<file path="config.mk">
export PLATFORM = sky130hd
export DESIGN_NAME = quadrature_edge_decoder_unit
export DESIGN_NICKNAME = d
export VERILOG_FILES = /design/src/hdl/qed_pkg.sv /design/src/hdl/quadrature_edge_decoder_unit.sv
export SDC_FILE = /design/constraint.sdc
export NUM_CORES = 1
export LEC_CHECK = 0
export BUFFER_PORTS_ARGS = -buffer_cell sky130_fd_sc_hd__buf_2
export CORE_UTILIZATION = 45
export DETAILED_ROUTE_END_ITERATION = 16
export MAX_ROUTING_LAYER = met4
export PLACE_DENSITY_LB_ADDON = 0.12
export SLEW_MARGIN = 20
export SYNTH_ARGS = -nofsm -noshare
export SYNTH_HDL_FRONTEND = slang
export SYNTH_SLANG_ARGS = --single-unit
</file>
<file path="constraint.sdc">
create_clock -name clk_i -period 4.1 [get_ports clk_i]
set_input_delay 0.41 -clock clk_i [delete_from_list [all_inputs] [get_ports clk_i]]
set_output_delay 0.41 -clock clk_i [all_outputs]
set_load 0.01 [all_outputs]
</file>
<file path="src/hdl/qed_pkg.sv">
// Types, codes and constants shared by the quadrature edge decoder.
package qed_pkg;

  localparam int unsigned POS_WIDTH = 32;
  localparam int unsigned OUT_POS_WIDTH = 32;

  typedef enum logic [1:0] {
    PIN_A  = 2'd0,
    PIN_B  = 2'd1,
    PIN_SW = 2'd2,
    PIN_NC = 2'd3
  } pin_e;

  typedef enum logic [1:0] {
    STEP_NONE = 2'd0,
    STEP_CW   = 2'd1,
    STEP_CCW  = 2'd2,
    STEP_BAD  = 2'd3
  } step_e;

  typedef struct packed {
    logic [1:0] source_pin;
    logic       edge_rising;
    logic       level_a;
    logic       level_b;
  } qed_in_t;

  typedef struct packed {
    logic signed [OUT_POS_WIDTH-1:0] position;
    logic [1:0]                      step_taken;
  } qed_out_t;

endpackage

</file>
<file path="src/hdl/quadrature_edge_decoder_unit.sv">
// Top level of the quadrature edge decoder: input register, arm flags, position counter.
//
//   channel | direction | handshake               | payload
//   --------+-----------+-------------------------+------------------------
//   in      | sink      | in_valid_i / in_stall_o  | in_data_i  (qed_in_t)
//   out     | source    | out_valid_o / out_stall_i| out_data_o (qed_out_t)
//
// An edge event passes through the input register and then the result register;
// one event per cycle is sustained while out_stall_i stays low.
// The arm flags and the counter update as an event moves into the result register.
// Reset clears the flags, the counter and both valid bits.
// A stalled result holds; the input register then fills and in_stall_o rises.
module quadrature_edge_decoder_unit (
  input  logic             clk_i,
  input  logic             rst_ni,
  input  logic             in_valid_i,
  output logic             in_stall_o,
  input  qed_pkg::qed_in_t  in_data_i,
  output logic             out_valid_o,
  input  logic             out_stall_i,
  output qed_pkg::qed_out_t out_data_o
);
  import qed_pkg::*;

  logic                 in_valid_q;
  qed_in_t              in_q;
  logic                 out_valid_q;
  qed_out_t             out_q;
  logic                 cw_fall_q, ccw_fall_q, cw_rise_q, ccw_rise_q;
  logic                 cw_fall_d, ccw_fall_d, cw_rise_d, ccw_rise_d;
  logic [POS_WIDTH-1:0] pos_q, pos_d;
  step_e                step;
  logic                 advance;
  logic                 in_take;

  assign advance    = in_valid_q && (!out_valid_q || !out_stall_i);
  assign in_stall_o = in_valid_q && !advance;
  assign in_take    = in_valid_i && !in_stall_o;

  always_comb begin
    step       = STEP_NONE;
    cw_fall_d  = cw_fall_q;
    ccw_fall_d = ccw_fall_q;
    cw_rise_d  = cw_rise_q;
    ccw_rise_d = ccw_rise_q;
    unique case (pin_e'(in_q.source_pin))
      PIN_A: begin
        if (!in_q.edge_rising) begin
          if (in_q.level_b) cw_fall_d = 1'b1;
          if (ccw_fall_q && !in_q.level_b) step = STEP_CCW;
        end else begin
          if (!in_q.level_b) cw_rise_d = 1'b1;
          if (ccw_rise_q && in_q.level_b) step = STEP_CCW;
        end
      end
      PIN_B: begin
        if (!in_q.edge_rising) begin
          if (in_q.level_a) ccw_fall_d = 1'b1;
          if (cw_fall_q && !in_q.level_a) step = STEP_CW;
        end else begin
          if (!in_q.level_a) ccw_rise_d = 1'b1;
          if (cw_rise_q && in_q.level_a) step = STEP_CW;
        end
      end
      PIN_SW, PIN_NC: begin
        step = STEP_NONE;
      end
      default: begin
        step = STEP_NONE;
      end
    endcase
    pos_d = pos_q;
    if (step != STEP_NONE) begin
      cw_fall_d  = 1'b0;
      ccw_fall_d = 1'b0;
      cw_rise_d  = 1'b0;
      ccw_rise_d = 1'b0;
      if (step == STEP_CW) pos_d = pos_q + POS_WIDTH'(1);
      else                 pos_d = pos_q - POS_WIDTH'(1);
    end
  end

  always_ff @(posedge clk_i or negedge rst_ni) begin
    if (!rst_ni) begin
      in_valid_q  <= 1'b0;
      out_valid_q <= 1'b0;
      cw_fall_q   <= 1'b0;
      ccw_fall_q  <= 1'b0;
      cw_rise_q   <= 1'b0;
      ccw_rise_q  <= 1'b0;
      pos_q       <= '0;
    end else begin
      if (in_take)                   in_valid_q <= 1'b1;
      else if (advance)              in_valid_q <= 1'b0;
      if (advance)                   out_valid_q <= 1'b1;
      else if (!out_stall_i)         out_valid_q <= 1'b0;
      if (advance) begin
        cw_fall_q  <= cw_fall_d;
        ccw_fall_q <= ccw_fall_d;
        cw_rise_q  <= cw_rise_d;
        ccw_rise_q <= ccw_rise_d;
        pos_q      <= pos_d;
      end
    end
  end

  always_ff @(posedge clk_i) begin
    if (in_take) in_q <= in_data_i;
    if (advance) begin
      out_q.position   <= OUT_POS_WIDTH'(pos_d);
      out_q.step_taken <= step;
    end
  end

  assign out_valid_o = out_valid_q;
  assign out_data_o  = out_q;

endmodule

</file>
# Word-level counts from Yosys, hierarchy flattened
# Cells that the tools add are included.
[op_classes]
n_mux = 29
addsub = 2
eq_ne = 8
reduce_logical = 27
[ops]
columns = ["cell", "n"]
rows = [
  ["$mux 32", 2],
  ["$add 32x1->32 const B", 1],
  ["$sub 32x1->32 const B", 1],
  ["$mux 1", 22],
  ["$reduce_and 4->1", 4],
  ["$reduce_bool 2->1", 7],
  ["$mux 2", 4],
  ["$ne 2x1->1 const B", 4],
  ["$logic_and 1x1->1", 7],
  ["$logic_not 1->1", 6],
  ["$pmux 2 s3", 1],
  ["$eq 2x1->1 const B", 2],
  ["$eq 2x2->1 const B", 2],
  ["$logic_not 2->1", 1],
  ["$reduce_or 2->1", 1],
  ["$logic_or 1x1->1", 1],
]
[totals]
input_bits = 9
register_bits = 77
output_inout_bits = 36

# Depth between registers and ports, before layout
# Gate-level depths: netlist of the first run.
[logic_depth]
ltp_word = 8
mapped_depth = 17
mapped_depth_nobuf = 12

# Worst setup path after synthesis of the first run
# No wires, ideal clock.
[synth_path]
path_kind = "flip-flop to flip-flop"
start = "register in_q[2] (netlist bit)"
end = "register out_q, in the netlist out_data_o[26], data pin"
slack_ns = 0.323
stages_incl_launch_ff = 17
required_time_ns = 3.834
setup_time_ns = 0.266
arrival_time_ns = 3.511
path_cell_list = "edfxtp_1 -> or3b_4 -> a21o_1 -> buf_6 -> inv_6 -> buf_12 -> clkbuf_1 -> buf_2 -> xnor2_1 -> ha_1 -> nand3_1 -> nor2_1 -> a21o_1 -> a31o_2 -> clkbuf_1 -> mux2_2 -> xor2_1"
[synth_via]
elab_chain_len = 5
[synth_rtl]
columns = ["element", "line_no", "text"]
rows = [
  ["from (decl)", "quadrature_edge_decoder_unit.sv:26", "qed_in_t in_q;"],
  ["from (signal assigned)", "quadrature_edge_decoder_unit.sv:108", "if (in_take) in_q <= in_data_i;"],
  ["$mux 2, on equally long branches", "quadrature_edge_decoder_unit.sv:57, quadrature_edge_decoder_unit.sv:48", ""],
  ["$pmux 2 s3 (*)", "quadrature_edge_decoder_unit.sv:46", "unique case (pin_e'(in_q.source_pin))"],
  ["named net step[0]", "quadrature_edge_decoder_unit.sv:32", "step_e step;"],
  ["$eq 2x1->1", "quadrature_edge_decoder_unit.sv:78", "if (step == STEP_CW) pos_d = pos_q + POS_WIDTH'(1);"],
  ["$mux 32", "quadrature_edge_decoder_unit.sv:78", ""],
  ["$mux 32 (*)", "quadrature_edge_decoder_unit.sv:73", "if (step != STEP_NONE) begin"],
  ["named net pos_d[24]", "quadrature_edge_decoder_unit.sv:31", "logic [POS_WIDTH-1:0] pos_q, pos_d;"],
  ["to (decl)", "quadrature_edge_decoder_unit.sv:28", "qed_out_t out_q;"],
]
# The timed path passes the listed nets; every way through them passes the cells marked *.
# A chain may end at the register's enable or synchronous reset.

# Worst setup path after layout of the first run
[layout_path]
start = "register in_q[2] (netlist bit)"
end = "register out_q, in the netlist out_data_o[24], data pin"
[layout_via]
elab_chain_len = 5
[layout_rtl]
columns = ["element", "line_no"]
rows = [
  ["$mux 2, on equally long branches", "quadrature_edge_decoder_unit.sv:57, quadrature_edge_decoder_unit.sv:48"],
  ["$pmux 2 s3 (*)", "quadrature_edge_decoder_unit.sv:46"],
  ["$eq 2x1->1", "quadrature_edge_decoder_unit.sv:78"],
  ["$mux 32", "quadrature_edge_decoder_unit.sv:78"],
  ["$mux 32 (*)", "quadrature_edge_decoder_unit.sv:73"],
  ["named net pos_d[22]", "quadrature_edge_decoder_unit.sv:31"],
]
# Marks and branches as above.

==> results.cfg, run 1 <==
[clock_tree]
cts_root_buf = clkbuf_8
htreeDepth = 3
cts_sinks = 77
cts_tree = yes
cts-resized-gates = 0
cts_post_setup_buffers_inserted = 0
cts.hold.buffers_added = 0
clk_latency_ns = 0.36
path_clk_slew_ns = 0.08
cts_buffer_depth = 2
numCtsBuffers = 9

[worst_setup_path]
r2r_cells = 12
r2r_start = in_q[2]
arrival_ns = 3.47
critical_path.endpoint_type = flop
required_ns = 4.20
regToRegSetupSlack_ns = 0.73
path_class = flop to flop
cp_max_fo = 7
start_kind = flop
r2r_end = out_data_o[24]

[timing]
finalCritPeriodShare = 0.822
clock_skew_ns = 0.00918
fin_crit_ns = 3.37
relSlewSlack = 0.376
setup_viol = 0
hold_viol = 0
drv_slew = 0
rsz0062_at_grt = false
tightest_slew_ns = 0.936
setup_tns_ns = 0
fmax_ghz = 0.297

[routing]
wl_per_cell_um = 16.6
dr.pass1.iters = 5
vias = 3574
vias_per_cell = 5.74
drtIter0Drc = 196
antenna_left = 0
wirelength_mm = 10.4
drc = 0

[logic_synthesis]
syn_inst = 463
syn_area_per_cell_um2 = 9.77
yosysSeqAreaShare = 0.469
synth_edf_count = 39
synthesis.nets = 474
synth_compound_area_frac = 0.120
ys_top_cells_by_count = nand2_1, edfxtp_1, dfrtp_1, nor2_1, xor2_1
ys_warn_count = 0
synthAdderAreaFrac = 0.00553
yosys.area.top_type = edfxtp_1
synth_top_family_by_area = simple AND/OR/NAND/NOR gates
yosysMostFrequentCell = nand2_1
synthXorXnorAreaFrac = 0.114
synthSimpleGateAreaFrac = 0.200
ys_ff_latch = 77
muxShareOfSynthArea = 0.0420
synth_ff_type = edfxtp_1
synth_top_cell_area_share = 0.259
synth_area_um2 = 4520
yosysUniqueCellTypes = 64
synthTopCellsByArea = edfxtp_1, dfrtp_1, xor2_1, xnor2_1, nand2_1
synthArstFlopShare = 0.494

[cells_and_area]
drive_gt1_frac = 0.155
antenna_cells = 0
syn2layout_area_growth_pct = 8.96
nets = 496
design_area_um2 = 4930

[outcome]
status = completed

[pwr]
pwr-share-comb = 0.361
p_sw_frac = 0.410
p_int_w = 0.00179
clockPowerShare = 0.164
peakVddDrop_v = 0.000243
power_leakage_nw = 2.02
p_per_area_nw_per_um2 = 615
seq_power_share = 0.475
switching_power_w = 0.00124

[floorplanning]
io_pins = 45
start_util = 0.463
rows = 36
die_w_um = 102
die-area_um2 = 10500
die_y_um = 102
core_area_um2 = 9770

[global_route]
overflow = 0
grt_antenna_before_repair = 0
grt_pass1_wl_mm = 17.5
grt_usage = 0.232
grt_pass1_vias = 3320
grt_max_degree = 39

[worst_hold_path]
min_path_type = input port to asynchronous set/reset pin

[place]
io_buffers = 44
placed_area_um2 = 4770
dp_hpwl_mm = 7.34
place.gp.congestion = 0.858

[flow_run]
timing.max_cap.violations = 0
worst max-delay path by stage:
| stage | start | endpoint | slack (ns) |
|---|---|---|---|
| 2_1_floorplan | in_q[2] | out_data_o[26] | 0.32 |
| 3_3_place_gp | in_q[2] | out_data_o[24] | 0.82 |
| 3_5_place_dp | in_q[2] | out_data_o[24] | 0.74 |
| 4_1_cts | in_q[2] | out_data_o[24] | 0.73 |
| 5_1_grt | in_q[2] | out_data_o[24] | 0.46 |
| 6_report | in_q[2] | out_data_o[24] | 0.73 |
routing by layer:
metal,share of wire,track usage,vias to the layer above,wire [um]
li1,-,-,1715,-
met5,0,-,-,0
met2,0.44,0.324,121,4530
met3,0.048,0.0342,21,501
met4,0.026,0.120,0,272
met1,0.49,0.326,1717,5060
metrics by stage:
step	hold slack [ns]	instances	setup WS (ns)	total power, W	util
after detailed placement	0.482	607	0.738	0.00254	0.488
after global routing	0.209	623	0.461	0.00326	0.504
after floorplan	0.114	463	0.323	0.00224	-
after global placement	0.476	607	0.816	0.00253	0.488
final	0.189	623	0.731	0.00303	0.504
after CTS	0.211	623	0.730	0.00304	0.504
power groups by stage:
stage	logic (W)	registers [W]	clock network (W)
4_1_cts	0.00110	0.00143	0.000512
3_5_place_dp	0.00109	0.00144	0
2_1_floorplan	0.00102	0.00123	0
5_1_grt	0.00123	0.00149	0.000543
6_report	0.00109	0.00144	0.000497
3_3_place_gp	0.00109	0.00144	0
cell usage in the layout (no fill, tap or decap), types with 4 or more instances in the layout:
master	Yosys	layout
edfxtp_1	39	39
nor4_1	8	8
nand3_1	18	18
a21o_1	6	6
mux2i_1	10	10
inv_1	10	10
xor2_1	32	32
nand2b_1	4	4
and3_1	10	10
dfrtp_1	38	38
nand4_1	11	11
o21ai_0	17	16
clkbuf_8	0	10
buf_4	2	4
nor3_1	23	23
nor2_1	36	36
a21oi_1	16	16
nand2_1	46	46
or4_1	5	5
xnor2_1	27	27
buf_2	3	44
a31oi_1	10	10
mux2_2	6	6
or3_1	5	5
worst max-delay path: stages (launching register included):
cell	delay, ns
edfxtp_1	0.48
or3b_4	0.44
a21o_1	0.29
inv_6	0.08
xnor2_1	0.11
ha_1	0.22
nand3_1	0.11
nor2_1	0.30
a31oi_1	0.16
o31ai_2	0.49
and3_1	0.27
nor2_1	0.06
xnor2_1	0.12
flip-flops by register name, summed over array words and instances (netlist names):
| register | cells |
|---|---|
| ccw_fall_q | 1 |
| cw_rise_q | 1 |
| cw_fall_q | 1 |
| out_valid_o | 1 |
| out_data_o | 34 |
| pos_q | 32 |
| in_valid_q | 1 |
| in_q | 5 |
| ccw_rise_q | 1 |
logic make-up after synthesis:
kind of cell,count (synthesis)
buffers and inverters,49
DFF,77
muxes,17
adders and majority gates,2
xor gates and xnor gates,59
and+or+nand+nor,179
AOI/OAI and AO/OA,80
layout make-up:
type | instances | area [um^2]
Timing Repair Buffer | 48 | 250
Fill cell | 931 | 4840
Tap cell | 133 | 166
Clock buffer | 13 | 149
Clock inverter | 3 | 13.8
Multi-Input combinational cell | 337 | 2180
Inverter | 12 | 50.0
Sequential cell | 77 | 2120
Note: power is estimated with default switching activity, not from simulation.
==> inputs of run 2 (changes only) <==
==> constraint.sdc (replaced) <==
create_clock -name clk_i -period 3.3 [get_ports clk_i]
set_input_delay 0.33 -clock clk_i [delete_from_list [all_inputs] [get_ports clk_i]]
set_output_delay 0.33 -clock clk_i [all_outputs]
set_load 0.01 [all_outputs]
==> run 2 against run 1 <==
Clock power rose by 63%. Sequential power rose by 21%. Global-route usage is 0.68 points higher. Sequential cell count is the same. Routed wire length is 5.4% higher. Setup slack lost 0.53 ns. Critical path type unchanged.
==> results.cfg, run 2 (synthesis results as in run 1) <==
[outcome]
status = completed

[routing]
wirelength_mm = 10.9
vias = 3658
dr.pass1.iters = 5
vias_per_cell = 5.77
wl_per_cell_um = 17.2
drtIter0Drc = 201
antenna_left = 0
drc = 0

[pwr]
p_per_area_nw_per_um2 = 806
clockPowerShare = 0.196
pwr-share-comb = 0.382
p_int_w = 0.00249
p_sw_frac = 0.399
peakVddDrop_v = 0.000321
power_leakage_nw = 2.11
seq_power_share = 0.421
switching_power_w = 0.00165

[floorplanning]
die_w_um = 102
core_area_um2 = 9770
rows = 36
die-area_um2 = 10500
start_util = 0.463
die_y_um = 102
io_pins = 45

[timing]
relSlewSlack = 0.374
setup_viol = 0
drv_slew = 0
tightest_slew_ns = 0.939
clock_skew_ns = 0.00834
finalCritPeriodShare = 0.940
rsz0062_at_grt = false
fin_crit_ns = 3.10
fmax_ghz = 0.322
setup_tns_ns = 0
hold_viol = 0

[flow_run]
timing.max_cap.violations = 0

[worst_setup_path]
required_ns = 3.40
start_kind = flop
arrival_ns = 3.20
cp_max_fo = 6
slowest_delay_ns = 0.44
path_class = flop to flop
crit_slowest_cell = edfxtp_1
path_cells = or3b_4 -> a21o_1 -> inv_6 -> xnor2_2 -> ha_2 -> nor3_2 -> nand2_1 -> nor4_2 -> o31ai_2 -> buf_4 -> o32ai_2 -> xor2_1
critical_path.endpoint_type = flop

[cells_and_area]
largest_reg_flops = 34
syn2layout_area_growth_pct = 13.5
layout_common_cells = nand2_1, buf_2, edfxtp_1, dfrtp_1, nor2_1
drive_gt1_frac = 0.198
design_area_um2 = 5130
layout_commonest_cell = nand2_1
antenna_cells = 0
nets = 507

[place]
dp_hpwl_mm = 7.68
io_buffers = 44
place.gp.congestion = 0.855
placed_area_um2 = 4900

[clock_tree]
cts_sinks = 77
cts_root_buf = clkbuf_8
cts_buffer_depth = 2
path_clk_slew_ns = 0.08
cts_tree = yes
clk_latency_ns = 0.36
cts.hold.buffers_added = 0
numCtsBuffers = 9
htreeDepth = 3

[global_route]
grt_antenna_before_repair = 0
grt_pass1_vias = 3369
grt_pass1_wl_mm = 17.9
grt_max_degree = 39
overflow = 0
grt_usage = 0.239

[worst_hold_path]
min_path_type = input port to asynchronous set/reset pin
[run 2: cell type report]
cell class                 count  area, um^2
fill                         906        4640
multi-input combinational    337        2240
sequential                    77        2120
timing repair buffer          59         333
tap                          133         166
clock buffer                  13         159
clock inverter                 3        67.6
inverter                      12        50.0
[run 2: stage by stage]
| step | worst slack (ns) | cells | power [W] | hold slack (ns) | utilization |
|---|---|---|---|---|---|
| finish | 0.197 | 634 | 0.00414 | 0.112 | 0.525 |
| floorplan | -0.0416 | 463 | 0.00285 | 0.0344 | - |
| CTS | 0.159 | 634 | 0.00413 | 0.116 | 0.524 |
| detailed placement | 0.176 | 618 | 0.00331 | 0.482 | 0.501 |
| global placement | 0.272 | 618 | 0.00330 | 0.473 | 0.501 |
| global route | 0.0402 | 634 | 0.00440 | 0.119 | 0.525 |
[run 2: worst paths after layout]
| path | from | to | slack [ns] | depth (start not counted) |
|---|---|---|---|---|
| max | in_q[1] | out_data_o[32] | 0.20 | 12 |
| min | rst_ni | pos_q[30] | 0.11 | 1 |
| max reg2reg | in_q[1] | out_data_o[32] | 0.20 | 12 |
| min reg2reg | pos_q[31] | pos_q[31] | 0.49 | 1 |
| max in group asynchronous | rst_ni | pos_q[8] | 2.61 | 1 |
| min in group clk_i | in_data_i[1] | in_q[1] | 0.14 | 1 |
[run 2: timing repair]
item                                    CTS  global route
endpoints found under the setup margin    0             2
gates resized for setup                   0             2
buffers inserted                          0             0
[run 2: critical path: cells and delay by family (launching register included)]
kind                       cells  cell delay, ns
and+or+nand+nor                4            1.12
AOI/OAI and AO/OA              3            0.65
DFF                            1            0.44
buffers and inverters          2            0.26
adders and majority gates      1            0.21
xor gates and xnor gates       2            0.16
[run 2: power by group through the flow]
| stage | clock network, W | registers, W | logic [W] |
|---|---|---|---|
| 2_1_floorplan | 0 | 0.00152 | 0.00133 |
| 3_3_place_gp | 0 | 0.00175 | 0.00155 |
| 3_5_place_dp | 0 | 0.00175 | 0.00156 |
| 4_1_cts | 0.000834 | 0.00173 | 0.00157 |
| 5_1_grt | 0.000871 | 0.00180 | 0.00174 |
| 6_report | 0.000812 | 0.00174 | 0.00158 |
[run 2: per-layer routing]
metal | vias to the layer above | track usage | routed length (um)
met5 | - | - | 0
met4 | 0 | 0.116 | 278
met3 | 20 | 0.0376 | 713
met2 | 153 | 0.338 | 4830
met1 | 1750 | 0.333 | 5110
li1 | 1735 | - | -
==> inputs of run 3 (changes only) <==
--- a/config.mk
+++ b/config.mk
@@ -5,6 +5,7 @@
 export SDC_FILE = /design/constraint.sdc
 export NUM_CORES = 1
 export LEC_CHECK = 0
+export ABC_AREA = 1
 export BUFFER_PORTS_ARGS = -buffer_cell sky130_fd_sc_hd__buf_2
 export CORE_UTILIZATION = 45
 export DETAILED_ROUTE_END_ITERATION = 16
==> run 3 against run 2 <==
Routed wire length up 32%. Clock power up 32%. Worst hold slack better by 0.027 ns. Largest cell class unchanged.
==> results.cfg, run 3 <==
[timing]
rsz0062_at_grt = false
fmax_ghz = 0.343
hold_viol = 0
fin_crit_ns = 2.91
tightest_slew_ns = 0.955
relSlewSlack = 0.363
finalCritPeriodShare = 0.882
setup_viol = 0
drv_slew = 0
clock_skew_ns = 0.0103
setup_tns_ns = 0

[floorplanning]
start_util = 0.471
die_y_um = 110
die_w_um = 110
rows = 38
die-area_um2 = 12000
core_area_um2 = 11100
io_pins = 45

[cells_and_area]
layout_commonest_cell = nand2_1
largest_reg_flops = 34
layout_common_cells = nand2_1, inv_1, nor2_1, nand3_1, buf_2
nets = 791
syn2layout_area_growth_pct = 12.5
antenna_cells = 0
drive_gt1_frac = 0.120
utilization = 0.530

[clock_tree]
htreeDepth = 3
cts_buffer_depth = 2
cts_post_setup_buffers_inserted = 0
cts-resized-gates = 0
cts_sinks = 77
cts_tree = yes
cts.hold.buffers_added = 0
numCtsBuffers = 9
cts_root_buf = clkbuf_16
path_clk_slew_ns = 0.06
clk_latency_ns = 0.34

[worst_setup_path]
crit_cells = 14
r2r_end = out_data_o[33]
crit_end = out_data_o[33]
path_cells = inv_1 -> nand2_1 -> nand2_2 -> nand3_4 -> buf_12 -> xor2_1 -> nor2_1 -> nand2_1 -> nor2_1 -> a21oi_1 -> nand3_1 -> nand2_1 -> nand2_1 -> and2_1
path_class = flop to flop
cp_max_fo = 33
critical_path.endpoint_type = flop
startpoint = in_q[1]
required_ns = 3.40
cp.buffers_inverters = 2
slowest_delay_ns = 0.41
cp_common_cell = nand2_1
start_kind = flop
r2r_start = in_q[1]
critPathTopFamily = simple AND/OR/NAND/NOR gates
arrival_ns = 3.01
regToRegSetupSlack_ns = 0.39
crit_slowest_cell = edfxtp_1
r2r_cells = 14

[logic_synthesis]
yosysUniqueCellTypes = 39
yosysSeqAreaShare = 0.406
synthesis.nets = 754
syn_area_per_cell_um2 = 7.03
synthArstFlopShare = 0.494
yosysMostFrequentCell = nand2_1
synth_ff_type = edfxtp_1
ys_ff_latch = 77
synthTopCellsByArea = edfxtp_1, nand2_1, dfrtp_1, inv_1, nand3_1
synth_top_cell_area_share = 0.224
synth_edf_count = 39
yosys.area.top_type = edfxtp_1
ys_warn_count = 0
ys_top_cells_by_count = nand2_1, inv_1, nor2_1, nand3_1, edfxtp_1
synth_area_um2 = 5220
syn_inst = 743

[place]
dp_hpwl_mm = 10.7
io_buffers = 44
place.gp.congestion = 0.943

[routing]
wirelength_mm = 14.5
vias_per_cell = 5.27
dr.pass1.iters = 5
drtIter0Drc = 346
antenna_left = 0
wl_per_cell_um = 15.7
vias = 4875
drc = 0

[pwr]
peakVddDrop_v = 0.000491
p_per_area_nw_per_um2 = 1050
power_leakage_nw = 2.87

[global_route]
grt_antenna_before_repair = 0
overflow = 0
grt_pass1_vias = 4516
grt_pass1_wl_mm = 23.3
grt_max_degree = 82
grt_usage = 0.267

[outcome]
status = completed

[flow_run]
timing.max_cap.violations = 0

[worst_hold_path]
min_path_type = input port to asynchronous set/reset pin
## run 3: changes by cell type after synthesis, sizes merged, moves of 10 or more
cell,change
nor3,-20
a31oi,-10
o41ai,+19
o21ai,+34
xor2,-23
nand3,+28
nand4,+12
inv,+84
clkbuf,-18
nand2,+235
nor2,+24
and3,-10
mux2i,-10
xnor2,-22
## run 3: worst min-delay path by stage
stage | cells after the start | slack (ns) | end
after global placement | 2 | 0.49 | cw_rise_q
after CTS | 1 | 0.15 | in_q[0]
after floorplan | 0 | 0.03 | ccw_fall_q
after global routing | 1 | 0.15 | in_q[3]
after detailed placement | 2 | 0.49 | cw_rise_q
final | 1 | 0.14 | pos_q[10]
## run 3: final cells by class
type | count | area [um^2]
clock inverters | 6 | 85.1
fillers | 1083 | 5200
well taps | 140 | 175
flip-flops and latches | 77 | 2120
clock buffers | 10 | 239
repair buffers | 51 | 285
inverters | 96 | 360
multi-input cells | 545 | 2610
## run 3: metrics by stage
stage          power, W  std cells  area [um^2]  hold WS (ns)  setup slack, ns
4_1_cts         0.00616        925         5880         0.146            0.408
3_3_place_gp    0.00503        909         5550         0.486            0.475
2_1_floorplan   0.00411        743         5220        0.0344            0.866
3_5_place_dp    0.00506        909         5550         0.486            0.416
6_report        0.00616        925         5880         0.140            0.388
5_1_grt         0.00672        925         5880         0.149            0.155
## run 3: metal layers
layer  up-vias  global-route usage  routed length, um
li1       2503                   -                  -
met1      2231               0.365               7240
met2       128               0.411               6330
met5         -                   -                  0
met3        13              0.0338                704
met4         0              0.0838                212
## run 3: power by group
part / total, W / internal (W) / switching, W
clock: 0.00107 / 0.000681 / 0.000392
sequential: 0.00172 / 0.00140 / 0.000322
combinational: 0.00336 / 0.00108 / 0.00228
## run 3: cells by family (layout without fill, tap and decap cells)
group                    count (synthesis)  in the layout  synth area share
AND/OR/NAND/NOR                        423            423             0.341
buffers and inverters                  121            163            0.0956
AO/OA/AOI/OAI                          106            106             0.126
flip-flops                              77             77             0.406
XOR/XNOR                                14             14            0.0264
adder cells (fa/ha/maj)                  2              2           0.00479
## run 3: worst reg2reg max path: cells and delay by family (launching register included)
family,cells,cell delay (ns)
and+or+nand+nor,10,1.24
AOI/OAI and AO/OA,1,0.22
xor gates and xnor gates,1,0.41
DFF,1,0.41
buffers and inverters,2,0.40
